--- src/rtl/prt_pkg.sv ---
// Shared types, codes and constants for the prescaled timer with reload.
// Used by every module of the block but prt_checker; depends on nothing.

package prt_pkg;

    // Item opcodes
    localparam logic [1:0] OP_ADVANCE   = 2'd0;
    localparam logic [1:0] OP_WRITE_CNT = 2'd1;
    localparam logic [1:0] OP_CLEAR_DIV = 2'd2;

    // Configuration register indexes
    localparam logic CFG_TIMER_CONTROL = 1'b0;
    localparam logic CFG_RELOAD_VALUE  = 1'b1;

    // Field widths
    localparam int OP_W     = 2;
    localparam int CYC_W    = 6;
    localparam int BYTE_W   = 8;
    localparam int CTL_W    = 3;
    localparam int ACCUM_W  = 9;
    localparam int CD_W     = 12;
    localparam int PERIOD_W = 11;

    localparam int IN_TDATA_W  = 16;
    localparam int OUT_TDATA_W = 24;

    // Divider steps once the accumulator reaches this
    localparam logic [ACCUM_W-1:0] DIV_STEP = 9'h0FF;
    // Floor of the countdown
    localparam logic [CD_W-1:0] CD_FLOOR = 12'h800;
    // Countdown after reset: period of select 0
    localparam logic [CD_W-1:0] CD_RESET = 12'd1024;

    localparam int CTL_ENABLE_BIT = 2;

    typedef struct packed {
        logic [OP_W-1:0]   opcode;
        logic [CYC_W-1:0]  elapsed_cycles;
        logic [BYTE_W-1:0] write_data;
    } t_item;

    typedef struct packed {
        logic [BYTE_W-1:0] counter_value;
        logic [BYTE_W-1:0] divider_value;
        logic              timer_irq;
    } t_result;

    function automatic logic [PERIOD_W-1:0] period_of(input logic [1:0] sel);
        logic [PERIOD_W-1:0] p;
        case (sel)
            2'd0:    p = 11'd1024;
            2'd1:    p = 11'd16;
            2'd2:    p = 11'd64;
            default: p = 11'd256;
        endcase
        return p;
    endfunction

endpackage

--- src/rtl/prt_in_stage.sv ---
// Input register of the timer: captures one item from the slave stream.
// Depends on prt_pkg for the item type.

module prt_in_stage (
    input  logic           i_clk,
    input  logic           i_rst_n,
    input  logic           i_valid,
    output logic           o_ready,
    input  prt_pkg::t_item i_item,
    output logic           o_valid,
    input  logic           i_take,
    output prt_pkg::t_item o_item
);

    logic           r_valid;
    logic           n_valid;
    prt_pkg::t_item r_item;

    // Take a new transfer when empty or when the held item leaves in the same cycle
    assign o_ready = !r_valid || i_take;

    always_comb begin
        n_valid = r_valid;
        if (o_ready) begin
            n_valid = i_valid;
        end
    end

    always_ff @(posedge i_clk) begin
        if (!i_rst_n) begin
            r_valid <= 1'b0;
        end else begin
            r_valid <= n_valid;
        end
    end

    always_ff @(posedge i_clk) begin
        if (o_ready && i_valid) begin
            r_item <= i_item;
        end
    end

    assign o_valid = r_valid;
    assign o_item  = r_item;

endmodule

--- src/rtl/prt_core.sv ---
// Timer state, configuration registers and the per-item update.
// Depends on prt_pkg for types, opcodes and the period table.

module prt_core (
    input  logic             i_clk,
    input  logic             i_rst_n,
    input  logic             i_fire,
    input  prt_pkg::t_item   i_item,
    input  logic             i_cfg_we,
    input  logic             i_cfg_index,
    input  logic [7:0]       i_cfg_data,
    output prt_pkg::t_result o_result
);

    localparam int CW = prt_pkg::CD_W + 1;

    logic [prt_pkg::BYTE_W-1:0]  r_counter,  n_counter;
    logic [prt_pkg::BYTE_W-1:0]  r_divider,  n_divider;
    logic [prt_pkg::ACCUM_W-1:0] r_accum,    n_accum;
    logic [prt_pkg::CD_W-1:0]    r_cd,       n_cd;
    logic                        r_pending,  n_pending;
    logic [prt_pkg::CTL_W-1:0]   r_ctl,      n_ctl;
    logic [prt_pkg::BYTE_W-1:0]  r_reload,   n_reload;

    logic [prt_pkg::BYTE_W-1:0]  cnt_a;
    logic [prt_pkg::ACCUM_W-1:0] acc_sum;
    logic [CW-1:0]               cd_sub;
    logic [CW-1:0]               cd_new;
    logic                        irq;

    always_comb begin
        n_counter = r_counter;
        n_divider = r_divider;
        n_accum   = r_accum;
        n_cd      = r_cd;
        n_pending = r_pending;
        n_ctl     = r_ctl;
        n_reload  = r_reload;
        irq       = 1'b0;
        cnt_a     = r_counter;
        acc_sum   = r_accum + {3'b000, i_item.elapsed_cycles};
        cd_sub    = {r_cd[prt_pkg::CD_W-1], r_cd} - {7'b0, i_item.elapsed_cycles};
        cd_new    = cd_sub + {2'b00, prt_pkg::period_of(r_ctl[1:0])};

        if (i_fire) begin
            case (i_item.opcode)
                prt_pkg::OP_ADVANCE: begin
                    // Delayed overflow: fire only if the counter stayed at zero
                    if (r_counter == '0 && r_pending) begin
                        irq   = 1'b1;
                        cnt_a = r_reload;
                    end
                    n_counter = cnt_a;
                    n_pending = 1'b0;

                    if (acc_sum >= prt_pkg::DIV_STEP) begin
                        n_accum   = '0;
                        n_divider = r_divider + 8'd1;
                    end else begin
                        n_accum = acc_sum;
                    end

                    if (r_ctl[prt_pkg::CTL_ENABLE_BIT]) begin
                        if (cd_sub[CW-1] || cd_sub == '0) begin
                            if (cnt_a == 8'hFF) begin
                                n_pending = 1'b1;
                                n_counter = '0;
                            end else begin
                                n_counter = cnt_a + 8'd1;
                            end
                            // Clamp at the floor of the 12-bit range
                            if (cd_new[CW-1] && !cd_new[CW-2]) begin
                                n_cd = prt_pkg::CD_FLOOR;
                            end else begin
                                n_cd = cd_new[prt_pkg::CD_W-1:0];
                            end
                        end else begin
                            n_cd = cd_sub[prt_pkg::CD_W-1:0];
                        end
                    end
                end
                prt_pkg::OP_WRITE_CNT: begin
                    n_counter = i_item.write_data;
                end
                prt_pkg::OP_CLEAR_DIV: begin
                    n_divider = '0;
                end
                default: begin
                end
            endcase
        end

        if (i_cfg_we) begin
            case (i_cfg_index)
                prt_pkg::CFG_TIMER_CONTROL: begin
                    n_ctl = i_cfg_data[prt_pkg::CTL_W-1:0];
                    // New clock select restarts the countdown
                    if (i_cfg_data[1:0] != r_ctl[1:0]) begin
                        n_cd = {1'b0, prt_pkg::period_of(i_cfg_data[1:0])};
                    end
                end
                prt_pkg::CFG_RELOAD_VALUE: begin
                    n_reload = i_cfg_data;
                end
                default: begin
                end
            endcase
        end
    end

    always_ff @(posedge i_clk) begin
        if (!i_rst_n) begin
            r_counter <= '0;
            r_divider <= '0;
            r_accum   <= '0;
            r_cd      <= prt_pkg::CD_RESET;
            r_pending <= 1'b0;
            r_ctl     <= '0;
            r_reload  <= '0;
        end else begin
            r_counter <= n_counter;
            r_divider <= n_divider;
            r_accum   <= n_accum;
            r_cd      <= n_cd;
            r_pending <= n_pending;
            r_ctl     <= n_ctl;
            r_reload  <= n_reload;
        end
    end

    assign o_result.counter_value = n_counter;
    assign o_result.divider_value = n_divider;
    assign o_result.timer_irq     = irq;

endmodule

--- src/rtl/prt_out_stage.sv ---
// Result register of the timer: holds one result for the master stream.
// Depends on prt_pkg for the result type.

module prt_out_stage (
    input  logic             i_clk,
    input  logic             i_rst_n,
    input  logic             i_load,
    input  prt_pkg::t_result i_result,
    output logic             o_can_load,
    output logic             o_valid,
    input  logic             i_ready,
    output prt_pkg::t_result o_result
);

    logic             r_valid;
    logic             n_valid;
    prt_pkg::t_result r_result;

    // Free when empty or when the held result transfers this cycle
    assign o_can_load = !r_valid || i_ready;

    always_comb begin
        n_valid = r_valid;
        if (o_can_load) begin
            n_valid = i_load;
        end
    end

    always_ff @(posedge i_clk) begin
        if (!i_rst_n) begin
            r_valid <= 1'b0;
        end else begin
            r_valid <= n_valid;
        end
    end

    always_ff @(posedge i_clk) begin
        if (o_can_load && i_load) begin
            r_result <= i_result;
        end
    end

    assign o_valid  = r_valid;
    assign o_result = r_result;

endmodule

--- src/rtl/prescaled_timer_with_reload_top.sv ---
// Top level of the prescaled timer with reload (divider, counter, reload, control).
// Depends on prt_pkg, prt_in_stage, prt_core and prt_out_stage.
//
// Usage:
//   Slave stream carries one item per transfer: tuser is the opcode (advance
//   time, write counter, clear divider), tdata the cycle count and write data.
//   Master stream returns one result per item: counter, divider and the
//   timer interrupt flag.
//   Configuration channel writes the control register (index 0) and the
//   reload value (index 1); write it only while no item is in flight.
//   A result is offered from the output register after its item passes the
//   input register and prt_core. One item per cycle while the master does not
//   stall, set by the state update in prt_core that every item passes through.
//   A stalled master holds its result; the input register still takes one
//   more item, then o_s_tready drops until the master drains.
//   Reset clears counter, divider, accumulator, pending flag and registers,
//   and loads the countdown with the period of clock select 0; both streams empty.

module prescaled_timer_with_reload_top (
    input  logic        i_clk,
    input  logic        i_rst_n,
    input  logic        i_s_tvalid,
    output logic        o_s_tready,
    input  logic [15:0] i_s_tdata,   // [5:0] elapsed_cycles, [13:6] write_data, [15:14] zero
    input  logic [1:0]  i_s_tuser,   // [1:0] opcode
    output logic        o_m_tvalid,
    input  logic        i_m_tready,
    output logic [23:0] o_m_tdata,   // [7:0] counter_value, [15:8] divider_value,
                                     // [16] timer_irq, [23:17] zero
    input  logic        i_cfg_valid,
    output logic        o_cfg_ready,
    input  logic        i_cfg_index,
    input  logic [7:0]  i_cfg_data
);

    prt_pkg::t_item   in_item;
    prt_pkg::t_item   held_item;
    prt_pkg::t_result core_result;
    prt_pkg::t_result out_result;
    logic             held_valid;
    logic             out_can_load;
    logic             fire;
    logic             cfg_we;

    assign in_item.opcode         = i_s_tuser;
    assign in_item.elapsed_cycles = i_s_tdata[5:0];
    assign in_item.write_data     = i_s_tdata[13:6];

    assign fire        = held_valid && out_can_load;
    assign o_cfg_ready = 1'b1;
    assign cfg_we      = i_cfg_valid && o_cfg_ready;

    prt_in_stage u_in (
        .i_clk   (i_clk),
        .i_rst_n (i_rst_n),
        .i_valid (i_s_tvalid),
        .o_ready (o_s_tready),
        .i_item  (in_item),
        .o_valid (held_valid),
        .i_take  (out_can_load),
        .o_item  (held_item)
    );

    prt_core u_core (
        .i_clk       (i_clk),
        .i_rst_n     (i_rst_n),
        .i_fire      (fire),
        .i_item      (held_item),
        .i_cfg_we    (cfg_we),
        .i_cfg_index (i_cfg_index),
        .i_cfg_data  (i_cfg_data),
        .o_result    (core_result)
    );

    prt_out_stage u_out (
        .i_clk      (i_clk),
        .i_rst_n    (i_rst_n),
        .i_load     (fire),
        .i_result   (core_result),
        .o_can_load (out_can_load),
        .o_valid    (o_m_tvalid),
        .i_ready    (i_m_tready),
        .o_result   (out_result)
    );

    assign o_m_tdata = {7'b0, out_result.timer_irq, out_result.divider_value,
                        out_result.counter_value};

endmodule

--- config.mk ---
export PLATFORM = sky130hd
export DESIGN_NAME = prescaled_timer_with_reload_top
export DESIGN_NICKNAME = d
export VERILOG_FILES = /design/src/rtl/prt_pkg.sv /design/src/rtl/prt_in_stage.sv /design/src/rtl/prt_core.sv /design/src/rtl/prt_out_stage.sv /design/src/rtl/prescaled_timer_with_reload_top.sv
export SDC_FILE = /design/constraint.sdc
export NUM_CORES = 1
export LEC_CHECK = 0
export BUFFER_PORTS_ARGS = -buffer_cell sky130_fd_sc_hd__buf_2
export CAP_MARGIN = 20
export CORE_MARGIN = 2
export CORE_UTILIZATION = 63
export DETAILED_ROUTE_END_ITERATION = 8
export MAX_ROUTING_LAYER = met4
export PLACE_DENSITY = 0.85
export SYNTH_ARGS = -nofsm -noshare
export SYNTH_HDL_FRONTEND = slang
export SYNTH_SLANG_ARGS = --single-unit
--- constraint.sdc ---
create_clock -name i_clk -period 8.12 [get_ports i_clk]
set_input_delay 1.218 -clock i_clk [delete_from_list [all_inputs] [get_ports i_clk]]
set_output_delay 1.218 -clock i_clk [all_outputs]
set_load 0.02 [all_outputs]
# Yosys cells after proc, flatten, opt, wreduce, memory -nomap -nowiden
# Index checks and enable logic that the tools add are counted.
# op_classes
reduce_logical,19
n_mux,26
shift,0
eq_ne,8
div,0
bitwise_logic,1
mul,0
n_lt_le_gt_ge,1
add_sub_neg,5
# op_table
operator,n
$mux W12,8
$mux W8,9
$pmux W11 S3,2
$pmux W8 S2,2
$add A8 B1 Y8 const B,2
$add A13 B11 Y13,1
$logic_not A13 Y1,1
$sub A12 B7 Y13,1
$add A9 B6 Y9,1
$ge A9 B8 Y1 const B,1
$mux W9,1
$eq A8 B8 Y1 const B,1
$logic_not A8 Y1,1
$eq A2 B1 Y1 const B,3
$eq A2 B2 Y1 const B,3
$logic_not A2 Y1,3
$reduce_and A2 Y1,3
$logic_and A1 B1 Y1,5
$mux W1,4
$logic_not A1 Y1,3
$logic_or A1 B1 Y1,3
$ne A2 B2 Y1,1
$not A1 Y1,1
# totals
word_cells,75
input_bits,32
rom_bits,0
out_inout_bits,27
reg_bits,84
latchBits,0
ramBits,0
memories,0

# Longest topological paths before layout
# logic_depth
word_depth,13
depth_mapped,17
ltp_nobuf,17

# Cells and area by module
# From an unflattened synthesis, not the netlist that was laid out.
# unflattened
hier_cells,605
hier_area_um2,5330.1
# modules_own_cells
mod,seq_area_each_um2,cells_each,instances,area_each_um2
prt_core,980.9,551,1,4150.2
prt_out_stage,530.5,22,1,568.0
prt_in_stage,500.5,21,1,538.0
prescaled_timer_with_reload_top,0.0,11,1,73.8

# Least setup slack after synthesis
# No wires, ideal clock.
# synth_timing
path_kind,register -> register
from,register u_in.r_item (netlist bit u_in.o_item[8])
to,register u_core.r_cd[9] (netlist bit)
arrival_time_ps,3759
path_buffers,0
setup_time_ps,132
setup_slack_ps,4229
path_stages_with_launch,17
period_less_slack_ps,3891
required_time_ps,7988
path_cell_list,edfxtp_1 -> ha_1 -> fa_1 -> and2b_2 -> o2111a_1 -> nor4_1 -> or2_2 -> ha_1 -> nand2_1 -> or3_1 -> o211ai_1 -> a31oi_1 -> o31ai_1 -> xnor2_1 -> o21ai_2 -> o21ai_1 -> o311ai_1
# synth_between
elab_chain_len,12
word_cells_on_any_way,14
classes_between,add/sub: 2; mux: 8; reduce/logical: 4
# synth_rtl
element,line_no,text
from (decl),prt_in_stage.sv:17,prt_pkg::t_item r_item;
from (signal assigned),prt_in_stage.sv:39,r_item <= i_item;
$sub A12 B7 Y13 (*),prt_core.sv:42,"cd_sub = {r_cd[prt_pkg::CD_W-1], r_cd} - {7'b0, i_item.elapsed_cycles};"
$add A13 B11 Y13,prt_core.sv:43,"cd_new = cd_sub + {2'b00, prt_pkg::period_of(r_ctl[1:0])};"
$logic_not A1 Y1,prt_core.sv:72,if (cd_new[CW-1] && !cd_new[CW-2]) begin
$logic_and A1 B1 Y1,prt_core.sv:72,
$mux W12,prt_core.sv:72,
$mux W12 (*),prt_core.sv:64,if (cd_sub[CW-1] || cd_sub == '0) begin
$mux W12 (*),prt_core.sv:63,if (r_ctl[prt_pkg::CTL_ENABLE_BIT]) begin
$mux W12 (*),prt_core.sv:46,case (i_item.opcode)
$mux W12 (*),prt_core.sv:45,if (i_fire) begin
$mux W12,prt_core.sv:98,if (i_cfg_data[1:0] != r_ctl[1:0]) begin
$mux W12,prt_core.sv:94,case (i_cfg_index)
$mux W12 (*),prt_core.sv:93,if (i_cfg_we) begin
to (signal assigned),prt_core.sv:116,r_cd <= prt_pkg::CD_RESET;
to (signal assigned),prt_core.sv:124,r_cd <= n_cd;
to (decl),prt_core.sv:20,"logic [prt_pkg::CD_W-1:0] r_cd, n_cd;"
# Every way passes the cells marked *; elsewhere a longest branch is shown, timed or not.
# A chain may end at the register's enable or synchronous reset.

# Final worst setup path
# layout_timing
from,register u_in.r_item (netlist bit u_in.o_item[8])
to,register u_core.r_cd[5] (netlist bit)
# The elaborated chain is that of the path after synthesis.

==> impl_metrics.toml <==
[outcome]
status = "finished, final reports clean"

[cells_and_area]
multi_input_area_sq_um = 2660
nFillCells = 594
nets = 644
diodes = 0
drive_gt1_share_pct = 16.2
area_growth_pct = 9.90
fin_cells = 699
regArea_sq_um = 2010

[logic_synthesis]
yosysTopAreaCell = "dfxtp_1"
synth_edf_count = 33
post-synth-top-count-cell = "a21oi_1"
netlist_area_sq_um = 4900
async_reset_ff_share_pct = 0
synth_cells = 554
synth_common_cells = "a21oi_1 (55), nand2_1 (53), dfxtp_1 (51), nor2_1 (47)"
synth_seq_cells = 84
yosys_warnings = 0
synth_area_per_cell_sq_um = 8.85
ys_seq_area_share_pct = 41.0
ys.flop_type = "dfxtp_1"
synth.area.top_cells = "dfxtp_1 (21%), edfxtp_1 (20%), a21oi_1 (5.6%)"
synth.distinct_cells = 81
yosysTopAreaCellShare_pct = 20.8

[drt]
via_per_inst = 6.14
wirelength_mm = 11.4
final_antenna_net_count = 0
drc_errors = 0
post_drt_wl_per_cell_um = 16.3
dr_total_vias = 4290
drt_iter0_drc = 266
first_pass_iters = 5

[timing]
timing.final.hold_violations = 0
period_needed_ns = 4.66
worst_clock_skew_ns = 0.0130
fin_crit_sh_pct = 57.4
fin_setup_tns_ns = 0
relSlewSlack_pct = 30.8
tightest_slew_ns = 1.03
setup_ws_ns = 3.46
timing.fmax_ghz = 0.214
maxSlewViolCount = 0
setup_viol = 0
rsz0062_at_grt = "no"

[pwr]
p_switching_uw = 249
seq_power_share_pct = 49.1
p_int_uw = 704
leakage_uw = 0.00216
vdd.ir_drop.worst_mv = 0.0789
power_density_nw_per_um2 = 177
p_sw_share_pct = 26.2
combPwrFrac_pct = 14.1
p_clk_share_pct = 36.8

[die]
row_count = 32
initial_core_util_pct = 64.1
core_area_sq_um = 7650
die-area_sq_um = 8500
die_w_um = 92.2
io_pins = 59
fp.dieH_um = 92.2

[placed_design]
io_buffers = 48
place_congestion = 0.932
pre_cts_slack_ns = 3.48
dp_cells = 683
post-dp-hpwl_mm = 8.13

[global_routing]
grt_max_degree = 31
grt_pass1_vias = 4004
grt_usage_pct = 28.4
grt_overflow_total = 0
antenna_found_initial = 0
grt_pass1_wl_mm = 18.8

[flow_run]
cap_violations = 0

[worst_setup_path]
r2r_slack_ns = 3.46
arrival_ns = 4.89
endpoint_kind = "register"
critPathKind = "reg2reg"
cp.required_ns = 8.34
r2r_end = "u_core.r_cd[5]$_SDFF_PN0_"
critPathLaunch = "u_in.o_item[8]$_DFFE_PP_"
cp-endpoint = "u_core.r_cd[5]$_SDFF_PN0_"
worst-r2r-cell-count = 16
path_max_fanout = 7
cp-start-kind = "register"
r2r_start = "u_in.o_item[8]$_DFFE_PP_"

[clock_tree]
cts-resized-gates = 0
clock_latency_ns = 0.36
clk_root_buffer_cell = "clkbuf_8"
cts_hold_buf = 0
clk_pin_slew_ns = 0.08
clkSinkCount = 84
clock_path_buffers = 2
cts_made_buffers = 9
cts_max_level = 3
cts_tree = "built"
cts_setup_buffers = 0

[hold_path]
hp-class = "reg2reg"
==> worst max-delay path, cell delays in order, from the launching register on <==
cell and delay, ns:
edfxtp_1 0.45, ha_1 0.25, fa_1 0.40, and2b_2 0.24, o2111a_1 0.32, nor4_1 0.10
or2_2 0.32, ha_1 0.35, nand2_1 0.09, or3_1 0.31, o211ai_1 0.24, a31oi_1 0.17
o31ai_1 0.35, xnor2_1 0.19, o21ai_2 0.16, o21ai_1 0.43, o21ai_0 0.16
==> state kept, by name, summed over array words and instances (netlist names) <==
name,count
u_out.o_valid,1
u_core.r_reload,8
u_core.r_accum,9
u_in.o_valid,1
u_core.r_counter,8
u_core.r_cd,12
u_core.r_pending,1
u_core.r_divider,8
u_out.o_result,17
u_core.r_ctl,3
u_in.o_item,16
==> power by group through the flow <==
stage          Clock, uW  Combinational [uW]  Sequential, uW
5_1_grt              369                 150             469
6_report             351                 135             468
2_1_floorplan          0                98.5             478
3_3_place_gp           0                 129             476
4_1_cts              351                 134             467
3_5_place_dp           0                 133             477
==> stage by stage <==
step                      util, %  total power (uW)  hold WS (ns)  instance area [sq um]
after floorplan                 -               576         0.425                   4930
after global placement       67.2               605         0.440                   5140
after detailed placement     67.2               610         0.448                   5140
after CTS                    70.5               952         0.464                   5390
after global routing         70.5               989         0.479                   5390
final                        70.5               953         0.462                   5390
==> metal layers <==
layer	vias to the layer above	global-route usage, %	wire length (um)
met4	0	11.7	306
met3	30	2.79	624
met1	2006	34.3	4750
met2	167	48.8	5730
li1	2087	-	-
met5	-	-	0
==> cell type report <==
class | count | share of cell area (%)
clock buffer | 13 | 3.74
clock inverter | 3 | 0.882
inverter | 26 | 1.81
multi-input combinational | 422 | 49.3
sequential | 84 | 37.3
tap | 102 | 2.37
timing repair buffer | 49 | 4.60
==> kinds of logic after synthesis <==
| logic type | Yosys count | synth area share (%) |
|---|---|---|
| AO/OA/AOI/OAI | 158 | 21.6 |
| XOR/XNOR | 20 | 3.57 |
| adder cells (fa/ha/maj) | 20 | 5.41 |
| buffers and inverters | 54 | 5.28 |
| flip-flops | 84 | 41.0 |
| multiplexers | 3 | 0.612 |
| other | 2 | 0.153 |
| AND/OR/NAND/NOR | 213 | 22.3 |
==> cells in the final DEF (no fill, tap or decap), types with 6 or more instances in the layout <==
cell and instances:
and3_1 7, and2_1 8, or4_1 6, nand2_1 53, xor2_1 11, nor2b_1 6, nand2b_1 6, ha_1 18
conb_1 8, o21ai_0 23, nand3_1 33, clkbuf_8 11, o211ai_1 9, nor2_1 47, xnor2_1 9, a21oi_1 55
or2_2 7, dfxtp_1 51, inv_1 26, nor3_1 7, buf_2 48, edfxtp_1 33, a31oi_1 10
==> worst min-delay path by stage <==
stage	from	endpoint	slack (ns)	depth (start not counted)
3_5_place_dp	u_core.r_cd[3]$_SDFF_PN0_	u_core.r_cd[3]$_SDFF_PN0_	0.45	2
2_1_floorplan	u_core.r_cd[0]$_SDFF_PN0_	u_core.r_cd[0]$_SDFF_PN0_	0.43	2
5_1_grt	u_core.r_reload[5]$_SDFFE_PN0P_	u_core.r_reload[5]$_SDFFE_PN0P_	0.48	2
3_3_place_gp	u_core.r_cd[0]$_SDFF_PN0_	u_core.r_cd[0]$_SDFF_PN0_	0.44	2
4_1_cts	u_core.r_accum[2]$_SDFFE_PN0P_	u_core.r_accum[2]$_SDFFE_PN0P_	0.46	2
6_report	u_core.r_accum[2]$_SDFFE_PN0P_	u_core.r_accum[2]$_SDFFE_PN0P_	0.46	2
Note: power is estimated with default switching activity, not from simulation.
